`config.mk`:
```
export PLATFORM = sky130hd
export DESIGN_NAME = calendar_clock_counter_flat
export DESIGN_NICKNAME = d
export VERILOG_FILES = /design/src/hdl/ccc_pkg.sv /design/src/hdl/ccc_cmd_if.sv /design/src/hdl/ccc_time_if.sv /design/src/hdl/calendar_clock_counter.sv /design/src/flat_wrapper.sv
export SDC_FILE = /design/constraint.sdc
export NUM_CORES = 1
export LEC_CHECK = 0
export BUFFER_PORTS_ARGS = -buffer_cell sky130_fd_sc_hd__buf_2
export CAP_MARGIN = 20
export CORE_UTILIZATION = 40
export DETAILED_ROUTE_END_ITERATION = 8
export SKIP_LAST_GASP = 1
export SLEW_MARGIN = 20
export SYNTH_ARGS = -nofsm -noshare
export SYNTH_HDL_FRONTEND = slang
export SYNTH_SLANG_ARGS = --single-unit
```
`constraint.sdc`:
```
create_clock -name clk -period 8.08 [get_ports clk]
set_input_delay 0.808 -clock clk [delete_from_list [all_inputs] [get_ports clk]]
set_output_delay 0.808 -clock clk [all_outputs]
set_load 0.01 [all_outputs]
```
`src/hdl/ccc_pkg.sv`:
```
`default_nettype none
// ----------------------------------------------------------------------------
// Calendar clock counter package
// Field widths, calendar constants and request codes shared by the
// channel interfaces and the counter.
// ----------------------------------------------------------------------------
package ccc_pkg;

  localparam int unsigned MS_W    = 10;
  localparam int unsigned SEC_W   = 6;
  localparam int unsigned MIN_W   = 6;
  localparam int unsigned HOUR_W  = 5;
  localparam int unsigned DAY_W   = 5;
  localparam int unsigned DAYR_W  = 6;
  localparam int unsigned MONTH_W = 4;
  localparam int unsigned YEAR_W  = 16;
  localparam int unsigned YOFS_W  = 8;

  typedef enum logic {
    REQ_TICK = 1'b0,
    REQ_LOAD = 1'b1
  } req_t;

  localparam logic [MS_W-1:0]    MS_PER_SEC = MS_W'(1000);
  localparam logic [MS_W-1:0]    LOAD_MS    = MS_W'(500);
  localparam logic [YEAR_W-1:0]  BASE_YEAR  = YEAR_W'(2000);
  localparam logic [SEC_W-1:0]   SEC_PER_MIN  = SEC_W'(60);
  localparam logic [MIN_W-1:0]   MIN_PER_HOUR = MIN_W'(60);
  localparam logic [HOUR_W-1:0]  HOUR_PER_DAY = HOUR_W'(24);

  localparam logic [DAYR_W-1:0]  DAY_FIRST = DAYR_W'(1);
  localparam logic [DAYR_W-1:0]  DAY_29    = DAYR_W'(29);
  localparam logic [DAYR_W-1:0]  DAY_30    = DAYR_W'(30);
  localparam logic [DAYR_W-1:0]  DAY_31    = DAYR_W'(31);

  localparam logic [MONTH_W-1:0] MONTH_JAN = MONTH_W'(1);
  localparam logic [MONTH_W-1:0] MONTH_FEB = MONTH_W'(2);
  localparam logic [MONTH_W-1:0] MONTH_MAR = MONTH_W'(3);
  localparam logic [MONTH_W-1:0] MONTH_APR = MONTH_W'(4);
  localparam logic [MONTH_W-1:0] MONTH_JUN = MONTH_W'(6);
  localparam logic [MONTH_W-1:0] MONTH_SEP = MONTH_W'(9);
  localparam logic [MONTH_W-1:0] MONTH_NOV = MONTH_W'(11);
  localparam logic [MONTH_W-1:0] MONTH_DEC = MONTH_W'(12);

endpackage
`default_nettype wire

```
`src/hdl/ccc_cmd_if.sv`:
```
`default_nettype none
// ----------------------------------------------------------------------------
// Calendar clock command channel
// Valid/ready channel carrying one tick or load word.
// ----------------------------------------------------------------------------
interface ccc_cmd_if;
  logic                                valid;
  logic                                ready;
  ccc_pkg::req_t                       req_type;
  logic [ccc_pkg::MS_W-1:0]            ms_add;
  logic [ccc_pkg::YOFS_W-1:0]          load_year_offset;
  logic [ccc_pkg::MONTH_W-1:0]         load_month;
  logic [ccc_pkg::DAY_W-1:0]           load_date;
  logic [ccc_pkg::HOUR_W-1:0]          load_hour;
  logic [ccc_pkg::MIN_W-1:0]           load_minute;
  logic [ccc_pkg::SEC_W-1:0]           load_second;

  modport source (
    output valid, req_type, ms_add, load_year_offset, load_month, load_date,
           load_hour, load_minute, load_second,
    input  ready
  );
  modport sink (
    input  valid, req_type, ms_add, load_year_offset, load_month, load_date,
           load_hour, load_minute, load_second,
    output ready
  );
endinterface
`default_nettype wire

```
`src/hdl/ccc_time_if.sv`:
```
`default_nettype none
// ----------------------------------------------------------------------------
// Calendar clock time channel
// Valid/ready channel carrying one current-time word.
// ----------------------------------------------------------------------------
interface ccc_time_if;
  logic                          valid;
  logic                          ready;
  logic [ccc_pkg::MS_W-1:0]      cur_millisecond;
  logic [ccc_pkg::SEC_W-1:0]     cur_second;
  logic [ccc_pkg::MIN_W-1:0]     cur_minute;
  logic [ccc_pkg::HOUR_W-1:0]    cur_hour;
  logic [ccc_pkg::DAY_W-1:0]     cur_day;
  logic [ccc_pkg::MONTH_W-1:0]   cur_month;
  logic [ccc_pkg::YEAR_W-1:0]    cur_year;

  modport source (
    output valid, cur_millisecond, cur_second, cur_minute, cur_hour, cur_day,
           cur_month, cur_year,
    input  ready
  );
  modport sink (
    input  valid, cur_millisecond, cur_second, cur_minute, cur_hour, cur_day,
           cur_month, cur_year,
    output ready
  );
endinterface
`default_nettype wire

```
`src/hdl/calendar_clock_counter.sv`:
```
`default_nettype none
// ----------------------------------------------------------------------------
// Calendar clock counter
// Millisecond-resolution date and time counter with tick and load words.
//
//   port   dir   word
//   cmd    sink  tick (ms_add) or load (date/time fields)
//   now    src   time after the word is applied, one per command word
//
// One command word per cycle; its time word is valid the next cycle.
// The time registers are the output register: a command is taken whenever
// the time word is empty or being taken in the same cycle.
// A stall on now holds the time and stalls cmd; no bubbles otherwise.
// Reset gives 00:00:00.000, January 1st, 2000, with no time word pending.
// ----------------------------------------------------------------------------
module calendar_clock_counter (
  input  wire logic  clk,
  input  wire logic  rst,
  ccc_cmd_if.sink    cmd,
  ccc_time_if.source now
);

  logic                             out_valid;
  logic [ccc_pkg::MS_W-1:0]         millis,       millis_next;
  logic [ccc_pkg::SEC_W-1:0]        seconds,      seconds_next;
  logic [ccc_pkg::MIN_W-1:0]        minutes,      minutes_next;
  logic [ccc_pkg::HOUR_W-1:0]       hours,        hours_next;
  logic [ccc_pkg::DAYR_W-1:0]       day_of_month, day_next;
  logic [ccc_pkg::MONTH_W-1:0]      month_number, month_next;
  logic [ccc_pkg::YEAR_W-1:0]       year_number,  year_next;

  logic                             accept;
  logic [ccc_pkg::MS_W:0]           ms_sum;
  logic [1:0]                       sec_carry;
  logic [ccc_pkg::SEC_W:0]          sec_sum;
  logic [ccc_pkg::MIN_W:0]          min_inc;
  logic [ccc_pkg::HOUR_W:0]         hour_inc;
  logic                             sec_wrap, min_wrap, hour_wrap;
  logic [ccc_pkg::DAYR_W-1:0]       day_inc;
  logic [ccc_pkg::MONTH_W-1:0]      month_inc;
  logic                             month_end, year_end;
  logic                             is_short;

  assign cmd.ready = !out_valid || now.ready;
  assign accept    = cmd.valid && cmd.ready;

  always_comb begin
    ms_sum = (ccc_pkg::MS_W+1)'(millis) + (ccc_pkg::MS_W+1)'(cmd.ms_add);
    if (ms_sum >= (ccc_pkg::MS_W+1)'(2) * (ccc_pkg::MS_W+1)'(ccc_pkg::MS_PER_SEC)) begin
      sec_carry = 2'd2;
    end else if (ms_sum >= (ccc_pkg::MS_W+1)'(ccc_pkg::MS_PER_SEC)) begin
      sec_carry = 2'd1;
    end else begin
      sec_carry = 2'd0;
    end

    sec_sum   = (ccc_pkg::SEC_W+1)'(seconds) + (ccc_pkg::SEC_W+1)'(sec_carry);
    sec_wrap  = (sec_carry != 2'd0) &&
                (sec_sum >= (ccc_pkg::SEC_W+1)'(ccc_pkg::SEC_PER_MIN));
    min_inc   = (ccc_pkg::MIN_W+1)'(minutes) + (ccc_pkg::MIN_W+1)'(1);
    min_wrap  = sec_wrap && (min_inc >= (ccc_pkg::MIN_W+1)'(ccc_pkg::MIN_PER_HOUR));
    hour_inc  = (ccc_pkg::HOUR_W+1)'(hours) + (ccc_pkg::HOUR_W+1)'(1);
    hour_wrap = min_wrap && (hour_inc >= (ccc_pkg::HOUR_W+1)'(ccc_pkg::HOUR_PER_DAY));
    day_inc   = day_of_month + ccc_pkg::DAYR_W'(1);
    month_inc = month_number + ccc_pkg::MONTH_W'(1);

    is_short  = (month_number == ccc_pkg::MONTH_APR) || (month_number == ccc_pkg::MONTH_JUN) ||
                (month_number == ccc_pkg::MONTH_SEP) || (month_number == ccc_pkg::MONTH_NOV);
    month_end = 1'b0;
    year_end  = 1'b0;
    if (day_inc == ccc_pkg::DAY_29) begin
      month_end = (month_number == ccc_pkg::MONTH_FEB) && (year_number[1:0] != 2'b00);
    end else if (day_inc == ccc_pkg::DAY_30) begin
      month_end = (month_number == ccc_pkg::MONTH_FEB);
    end else if (day_inc == ccc_pkg::DAY_31) begin
      month_end = is_short;
    end else if (day_inc > ccc_pkg::DAY_31) begin
      month_end = 1'b1;
      year_end  = (month_number >= ccc_pkg::MONTH_DEC);
    end

    millis_next  = millis;
    seconds_next = seconds;
    minutes_next = minutes;
    hours_next   = hours;
    day_next     = day_of_month;
    month_next   = month_number;
    year_next    = year_number;

    if (cmd.req_type == ccc_pkg::REQ_LOAD) begin
      millis_next  = ccc_pkg::LOAD_MS;
      seconds_next = cmd.load_second;
      minutes_next = cmd.load_minute;
      hours_next   = cmd.load_hour;
      day_next     = ccc_pkg::DAYR_W'(cmd.load_date);
      month_next   = cmd.load_month;
      year_next    = ccc_pkg::BASE_YEAR + ccc_pkg::YEAR_W'(cmd.load_year_offset);
    end else begin
      case (sec_carry)
        2'd2:    millis_next = ccc_pkg::MS_W'(ms_sum - (ccc_pkg::MS_W+1)'(2000));
        2'd1:    millis_next = ccc_pkg::MS_W'(ms_sum - (ccc_pkg::MS_W+1)'(ccc_pkg::MS_PER_SEC));
        default: millis_next = ccc_pkg::MS_W'(ms_sum);
      endcase
      if (sec_wrap) begin
        seconds_next = ccc_pkg::SEC_W'(sec_sum - (ccc_pkg::SEC_W+1)'(ccc_pkg::SEC_PER_MIN));
        if (min_wrap) begin
          minutes_next = ccc_pkg::MIN_W'(min_inc - (ccc_pkg::MIN_W+1)'(ccc_pkg::MIN_PER_HOUR));
          if (hour_wrap) begin
            hours_next = ccc_pkg::HOUR_W'(hour_inc - (ccc_pkg::HOUR_W+1)'(ccc_pkg::HOUR_PER_DAY));
            if (month_end) begin
              day_next = ccc_pkg::DAY_FIRST;
              if (day_inc == ccc_pkg::DAY_29 || day_inc == ccc_pkg::DAY_30) begin
                month_next = ccc_pkg::MONTH_MAR;
              end else if (year_end) begin
                month_next = ccc_pkg::MONTH_JAN;
                year_next  = year_number + ccc_pkg::YEAR_W'(1);
              end else begin
                month_next = month_inc;
              end
            end else begin
              day_next = day_inc;
            end
          end else begin
            hours_next = ccc_pkg::HOUR_W'(hour_inc);
          end
        end else begin
          minutes_next = ccc_pkg::MIN_W'(min_inc);
        end
      end else if (sec_carry != 2'd0) begin
        seconds_next = ccc_pkg::SEC_W'(sec_sum);
      end
    end
  end

  always_ff @(posedge clk) begin
    if (rst) begin
      out_valid    <= 1'b0;
      millis       <= '0;
      seconds      <= '0;
      minutes      <= '0;
      hours        <= '0;
      day_of_month <= ccc_pkg::DAY_FIRST;
      month_number <= ccc_pkg::MONTH_JAN;
      year_number  <= ccc_pkg::BASE_YEAR;
    end else begin
      if (accept) begin
        out_valid    <= 1'b1;
        millis       <= millis_next;
        seconds      <= seconds_next;
        minutes      <= minutes_next;
        hours        <= hours_next;
        day_of_month <= day_next;
        month_number <= month_next;
        year_number  <= year_next;
      end else if (now.ready) begin
        out_valid <= 1'b0;
      end
    end
  end

  assign now.valid           = out_valid;
  assign now.cur_millisecond = millis;
  assign now.cur_second      = seconds;
  assign now.cur_minute      = minutes;
  assign now.cur_hour        = hours;
  assign now.cur_day         = day_of_month[ccc_pkg::DAY_W-1:0];
  assign now.cur_month       = month_number;
  assign now.cur_year        = year_number;

endmodule
`default_nettype wire

```
`src/flat_wrapper.sv`:
```
// flat-port wrapper written by rule: the top's interface ports become plain ports
module calendar_clock_counter_flat 
  (clk, rst, cmd_valid, cmd_req_type, cmd_ms_add, cmd_load_year_offset, cmd_load_month, cmd_load_date, cmd_load_hour, cmd_load_minute, cmd_load_second, cmd_ready, now_valid, now_cur_millisecond, now_cur_second, now_cur_minute, now_cur_hour, now_cur_day, now_cur_month, now_cur_year, now_ready);
  ccc_cmd_if cmd_i ();
  ccc_time_if now_i ();
  input  wire logic clk;
  input  wire logic rst;
  input wire logic [$bits(cmd_i.valid)-1:0] cmd_valid;
  input wire logic [$bits(cmd_i.req_type)-1:0] cmd_req_type;
  input wire logic [$bits(cmd_i.ms_add)-1:0] cmd_ms_add;
  input wire logic [$bits(cmd_i.load_year_offset)-1:0] cmd_load_year_offset;
  input wire logic [$bits(cmd_i.load_month)-1:0] cmd_load_month;
  input wire logic [$bits(cmd_i.load_date)-1:0] cmd_load_date;
  input wire logic [$bits(cmd_i.load_hour)-1:0] cmd_load_hour;
  input wire logic [$bits(cmd_i.load_minute)-1:0] cmd_load_minute;
  input wire logic [$bits(cmd_i.load_second)-1:0] cmd_load_second;
  output wire logic [$bits(cmd_i.ready)-1:0] cmd_ready;
  output wire logic [$bits(now_i.valid)-1:0] now_valid;
  output wire logic [$bits(now_i.cur_millisecond)-1:0] now_cur_millisecond;
  output wire logic [$bits(now_i.cur_second)-1:0] now_cur_second;
  output wire logic [$bits(now_i.cur_minute)-1:0] now_cur_minute;
  output wire logic [$bits(now_i.cur_hour)-1:0] now_cur_hour;
  output wire logic [$bits(now_i.cur_day)-1:0] now_cur_day;
  output wire logic [$bits(now_i.cur_month)-1:0] now_cur_month;
  output wire logic [$bits(now_i.cur_year)-1:0] now_cur_year;
  input wire logic [$bits(now_i.ready)-1:0] now_ready;
  assign cmd_i.valid = cmd_valid;
  assign cmd_i.req_type = cmd_req_type;
  assign cmd_i.ms_add = cmd_ms_add;
  assign cmd_i.load_year_offset = cmd_load_year_offset;
  assign cmd_i.load_month = cmd_load_month;
  assign cmd_i.load_date = cmd_load_date;
  assign cmd_i.load_hour = cmd_load_hour;
  assign cmd_i.load_minute = cmd_load_minute;
  assign cmd_i.load_second = cmd_load_second;
  assign cmd_ready = cmd_i.ready;
  assign now_valid = now_i.valid;
  assign now_cur_millisecond = now_i.cur_millisecond;
  assign now_cur_second = now_i.cur_second;
  assign now_cur_minute = now_i.cur_minute;
  assign now_cur_hour = now_i.cur_hour;
  assign now_cur_day = now_i.cur_day;
  assign now_cur_month = now_i.cur_month;
  assign now_cur_year = now_i.cur_year;
  assign now_i.ready = now_ready;
  calendar_clock_counter u_core (.clk(clk), .rst(rst), .cmd(cmd_i), .now(now_i));
endmodule
```
==> results of run 1 <==
==> metrics by stage <==
step / setup slack [ns] / hold WS (ns) / util [%] / total power (W) / std cells
detailed placement: 1.061 / 0.4845 / 46.01 / 0.0005932 / 819
floorplan: 1.947 / 0.4730 / - / 0.0005071 / 605
global placement: 1.314 / 0.4776 / 46.01 / 0.0005878 / 819
finish: 1.302 / 0.4894 / 47.51 / 0.0008432 / 826
CTS: 1.342 / 0.4952 / 47.50 / 0.0008504 / 826
global route: 0.7423 / 0.5198 / 47.51 / 0.0008958 / 826
==> layout make-up <==
type                    instances  area (µm²)
multi-input cells             485        3308
inverters                      29       108.9
well taps                     143       178.9
fillers                      1174        5968
flip-flops and latches         54        1081
clock buffers                   6       138.9
clock inverters                 1       30.03
repair buffers                108       555.5
==> placed cells by master, fill, tap and decap left out, drive strengths merged, types with 6 or more instances in the layout <==
cell type | netlist | routed
and2 | 6 | 6
nand2 | 54 | 54
o21ai | 38 | 38
a211oi | 11 | 11
a21oi | 48 | 48
a31oi | 13 | 13
xnor2 | 15 | 15
inv | 29 | 29
nor2 | 45 | 45
nor3 | 21 | 21
a311oi | 6 | 6
clkbuf | 21 | 6
buf | 16 | 108
nand4 | 10 | 10
nor4 | 6 | 6
and3 | 19 | 19
dfxtp | 54 | 54
o21a | 6 | 6
ha | 35 | 35
nand3 | 21 | 21
o22ai | 6 | 6
a2111oi | 7 | 7
mux2i | 6 | 6
o211ai | 10 | 10
a21o | 6 | 6
==> worst min-delay path, cell delays in order, from the launching register on <==
cell     delay, ns
dfxtp_1       0.33
nand2_1       0.06
a21oi_1       0.05
==> flip-flops by register name (all words and copies together) (netlist names) <==
register	cells
u_core.day_of_month	6
u_core.now.cur_hour	5
u_core.now.cur_millisecond	10
u_core.now.cur_minute	6
u_core.now.cur_month	4
u_core.now.cur_second	6
u_core.now.cur_year	16
u_core.now.valid	1
==> cell families after synthesis <==
group / after synthesis
flops: 54
fa+ha+maj: 37
xor+xnor: 20
buf+inv: 66
simple gates: 212
compound gates: 207
mux: 9
==> power breakdown <==
group          total, W  internal (W)  switching [W]
logic          0.000279      0.000111       0.000168
registers      0.000311      0.000284      0.0000268
clock network  0.000253      0.000153      0.0000999
total          0.000843      0.000549       0.000294
==> worst max-delay path by stage <==
stage / startpoint / to / slack, ns / cells past startpoint
CTS: cmd_ms_add[0] / u_core.now.cur_month[2] / 1.34 / 26
global placement: cmd_ms_add[0] / u_core.now.cur_month[2] / 1.31 / 26
floorplan: cmd_ms_add[0] / u_core.now.cur_hour[0] / 1.95 / 29
finish: cmd_ms_add[0] / u_core.now.cur_month[2] / 1.30 / 26
global route: cmd_ms_add[0] / u_core.day_of_month[2] / 0.74 / 26
detailed placement: cmd_ms_add[0] / u_core.now.cur_month[2] / 1.06 / 26
==> routing by layer <==
layer,wire length [µm],track usage [%]
met1,6446,31.50
met2,6782,40.36
met3,774,3.853
met4,144,6.476
met5,0,0
==> results.toml, run 1 <==
[status]
status = "completed"

[cts]
clk-insertion-delay-late_ns = 0.30
cts_resized = 0
clockBufferDepth = 2
cts_tree = "done"
cts_hold_buffers = 0
cts_root_buf = "clkbuf_16"
path_clk_slew_ns = 0.07
numCtsBuffers = 5
cts_setup_buffers = 0
cts_htree_levels = 2
cts.sinks = 54

[worst_hold_path]
hold_path_depth = 2
worstHoldStart = "u_core.now.cur_millisecond[3]"
worstHoldPathType = "reg2reg"
holdPathEnd = "u_core.now.cur_millisecond[3]"

[drt]
drt_iter0_drc = 323
antenna_left = 0
routed_via_density = 6.008
firstDrtPassIters = 5
vias = 4963
post-route-drc-count = 0
wl_mm = 14.15
routedWlPerCell_um = 17.13

[layout]
area_growth_pct = 16.05
diodes = 0
nNetsFinal = 769
postLayoutCellArea_mm2 = 0.005401
layout-drive-gt1-share_pct = 18.89

[synthesis]
synth_top_area_share_pct = 23.23
yosys_warnings = 0
ys_types = 75
synth_simple_gate_area_share_pct = 23.09
avgSynthCellArea_um2 = 7.693
syn-instance-count = 605
synthTopCellsByArea = "dfxtp_1 (23%), ha_1 (9.4%), a21oi_1 (5.2%)"
synth_seq_area_share_pct = 23.23
synth-xor-area-share_pct = 3.763
synth_top_family_by_area = "compound AO/OA/AOI/OAI gates"
synth-compound-area-share_pct = 31.67
synth-adder-area-share_pct = 10.27
yosysTopAreaCell = "dfxtp_1"
synth.cell_area_mm2 = 0.004654
synth-main-ff-cell = "dfxtp_1"
synth-seq-cells = 54
synth_common_cells = "dfxtp_1 (54), nand2_1 (54), a21oi_1 (48), nor2_1 (45), ha_1 (35)"
synth_edf_count = 0
yosys-mux-area-fraction_pct = 2.016
ys_async_sr_fraction_pct = 0
synthesis.nets = 691

[worst_setup_path]
path_class = "in2reg"
cpLargestDelayFamily = "compound AO/OA/AOI/OAI gates"
cp.required_ns = 8.28
worst_path_most_repeated_cell = "ha_1"
path_buf_inv = 4
timing.rr.start = "u_core.now.cur_millisecond[0]"
critPathSlowestCell = "a31oi_2"
critPathLaunchType = "input pin"
crit_path_max_fanout = 19
worst_ep_arrival_time_ns = 6.98
r2r_slack_ns = 1.51
rr_worst_depth = 25
end_kind = "flip-flop"
cpPeakStageDelay_ns = 0.80
r2r-end = "u_core.now.cur_month[2]"

[floorplanning]
die_y_um = 109.9
die_w_um = 109.9
rows = 39
core_mm2 = 0.01137
die_area_mm2 = 0.01207
ios = 103
start_util_pct = 40.94

[timing]
clock-skew-final_ns = 0.007163
period_needed_ns = 6.778
tightest_slew_ns = 0.9296
setup_tns_ns = 0
fin_crit_sh_pct = 83.88
setup_viol = 0
rsz0062_at_grt = "false"
relSlewSlack_pct = 37.83
slew_viol_final = 0
max_freq_mhz = 147.5
finalHoldViolCount = 0

[run]
cap_violations = 0

[power_and_ir_drop]
p_leak_nw = 2.324
powerDensity_mw_per_mm2 = 156.1
ir_drop_mv = 0.08192

[global_routing]
grt_pass1_vias = 4654
grt_util_all_layers_pct = 23.97
grt_max_degree = 58
grt_pass1_wl_mm = 22.80
antenna_found_initial = 0
overflow = 0

[placed_design]
numPortBuffers = 102
dp_hpwl_mm = 10.16
placed_area_mm2 = 0.005231
place_congestion = 0.8650
Note: power is estimated with default switching activity, not from simulation.
==> run 2: changes to the inputs <==
- clock period: 8.08 -> 7 ns (I/O delays scaled with it)
==> results.toml, run 2 (same netlist as run 1, synthesis figures left out) <==
[timing]
setup_viol = 0
tightest_slew_ns = 0.9829
slew_viol_final = 0
period_needed_ns = 6.223
clock-skew-final_ns = 0.005141
fin_crit_sh_pct = 88.90
finalHoldViolCount = 0
setup_tns_ns = 0
relSlewSlack_pct = 34.40
rsz0062_at_grt = "false"
max_freq_mhz = 160.7

[cts]
path_clk_slew_ns = 0.07
cts.sinks = 54
cts_htree_levels = 2
cts_hold_buffers = 0
numCtsBuffers = 5
cts_root_buf = "clkbuf_16"
cts_resized = 0
cts_tree = "done"
clk-insertion-delay-late_ns = 0.29
clockBufferDepth = 2
cts_setup_buffers = 0

[layout]
area_growth_pct = 16.32
layout-drive-gt1-share_pct = 19.33
seq_area_mm2 = 0.001081
finalCoreUtilization_pct = 47.62
layout_common_cells = "buf_2 (102), nand2_1 (54), dfxtp_1 (54)"
nFillCells = 1154
layout_commonest_cell = "buf_2"
nNetsFinal = 773
multi_input_area_mm2 = 0.003308
diodes = 0
final_cells = 831
largest_register_ffs = 16

[power_and_ir_drop]
power_w = 0.0009449
powerDensity_mw_per_mm2 = 174.5
ir_drop_mv = 0.1128
power_switching_share_pct = 36.30
p_leak_nw = 2.334
intPower_w = 0.0006019
seqPwrFrac_pct = 38.0
p_sw_w = 0.0003430
clock_power_share_pct = 27.3
combPwrFrac_pct = 34.6

[worst_hold_path]
hold_path_depth = 2
worstHoldPathType = "reg2reg"
holdPathEnd = "u_core.now.cur_millisecond[3]"
worstHoldStart = "u_core.now.cur_millisecond[3]"

[worst_setup_path]
critPathLaunchType = "input pin"
path_buf_inv = 4
timing.rr.start = "u_core.now.cur_millisecond[0]"
cp.required_ns = 7.21
r2r_slack_ns = 0.89
end_kind = "flip-flop"
cpPeakStageDelay_ns = 0.59
worst_path_most_repeated_cell = "ha_1"
critPathSlowestCell = "or4b_1"
path_class = "in2reg"
rr_worst_depth = 25
worst_ep_arrival_time_ns = 6.44
cpLargestDelayFamily = "simple AND/OR/NAND/NOR gates"
r2r-end = "u_core.now.cur_year[15]"
crit_path_max_fanout = 15

[run]
cap_violations = 0

[floorplanning]
rows = 39
core_mm2 = 0.01137
die_w_um = 109.9
ios = 103
die_area_mm2 = 0.01207
die_y_um = 109.9
start_util_pct = 40.94

[global_routing]
grt_pass1_vias = 4466
overflow = 0
grt_pass1_wl_mm = 22.63
grt_max_degree = 58
grt_util_all_layers_pct = 23.67
antenna_found_initial = 0

[drt]
vias = 5002
wl_mm = 14.28
firstDrtPassIters = 5
drt_iter0_drc = 340
post-route-drc-count = 0
routedWlPerCell_um = 17.19
antenna_left = 0
routed_via_density = 6.019

[placed_design]
place_congestion = 0.9172
numPortBuffers = 102
dp_hpwl_mm = 10.20
place_inst = 822

[status]
status = "completed"
run 2: cell count changes in the layout (fill, tap and decap cells not counted), sizes merged:
cell / delta
buf: +4
clkinv: +1
bufinv: -1
clkbuf: +1
run 2: power groups by stage:
stage / Sequential, W / Combinational (W) / Clock (W)
6_report: 0.000359 / 0.000327 / 0.000258
5_1_grt: 0.000363 / 0.000363 / 0.000273
2_1_floorplan: 0.000366 / 0.000219 / 0
3_5_place_dp: 0.000366 / 0.000321 / 0
3_3_place_gp: 0.000365 / 0.000315 / 0
4_1_cts: 0.000359 / 0.000323 / 0.000262
run 2: final cells by class:
type                            count  area share, %
Clock inverter                      1        0.09244
Timing Repair Buffer              112          10.89
Inverter                           29          2.011
Clock buffer                        7          2.635
Multi-Input combinational cell    485          61.10
Sequential cell                    54          19.97
Tap cell                          143          3.305
run 2: tightest hold or removal path: stages (launching register included):
cell and delay (ns):
dfxtp_1 0.34, nand2_1 0.06, a21oi_1 0.05
run 2: worst max-delay path by stage:
stage | startpoint | endpoint | slack, ns | cells past startpoint
floorplan | cmd_ms_add[0] | u_core.now.cur_hour[0] | 0.98 | 29
global placement | cmd_ms_add[0] | u_core.now.cur_year[15] | 0.75 | 26
detailed placement | cmd_ms_add[0] | u_core.now.cur_year[15] | 0.51 | 26
CTS | cmd_ms_add[0] | u_core.now.cur_year[15] | 0.79 | 26
global route | cmd_ms_add[0] | u_core.now.cur_hour[4] | 0.21 | 27
finish | cmd_ms_add[0] | u_core.now.cur_year[15] | 0.78 | 26
run 2: per-layer routing:
layer  vias to the layer above  global-route usage (%)  wire length [µm]
met1                      2360                   32.16              6621
li1                       2461                       -                 -
met2                       165                   40.09              6648
met3                        16                   2.253               802
met5                         -                       0                 0
met4                         0                   5.714               210
run 2: metrics by stage:
step	cell area, µm²	setup WS (ns)	hold WS [ns]
final	5414	0.7770	0.4973
after global routing	5414	0.2077	0.5182
after CTS	5403	0.7932	0.4911
after detailed placement	5255	0.5103	0.4810
after global placement	5254	0.7519	0.4788
after floorplan	4654	0.9753	0.4730
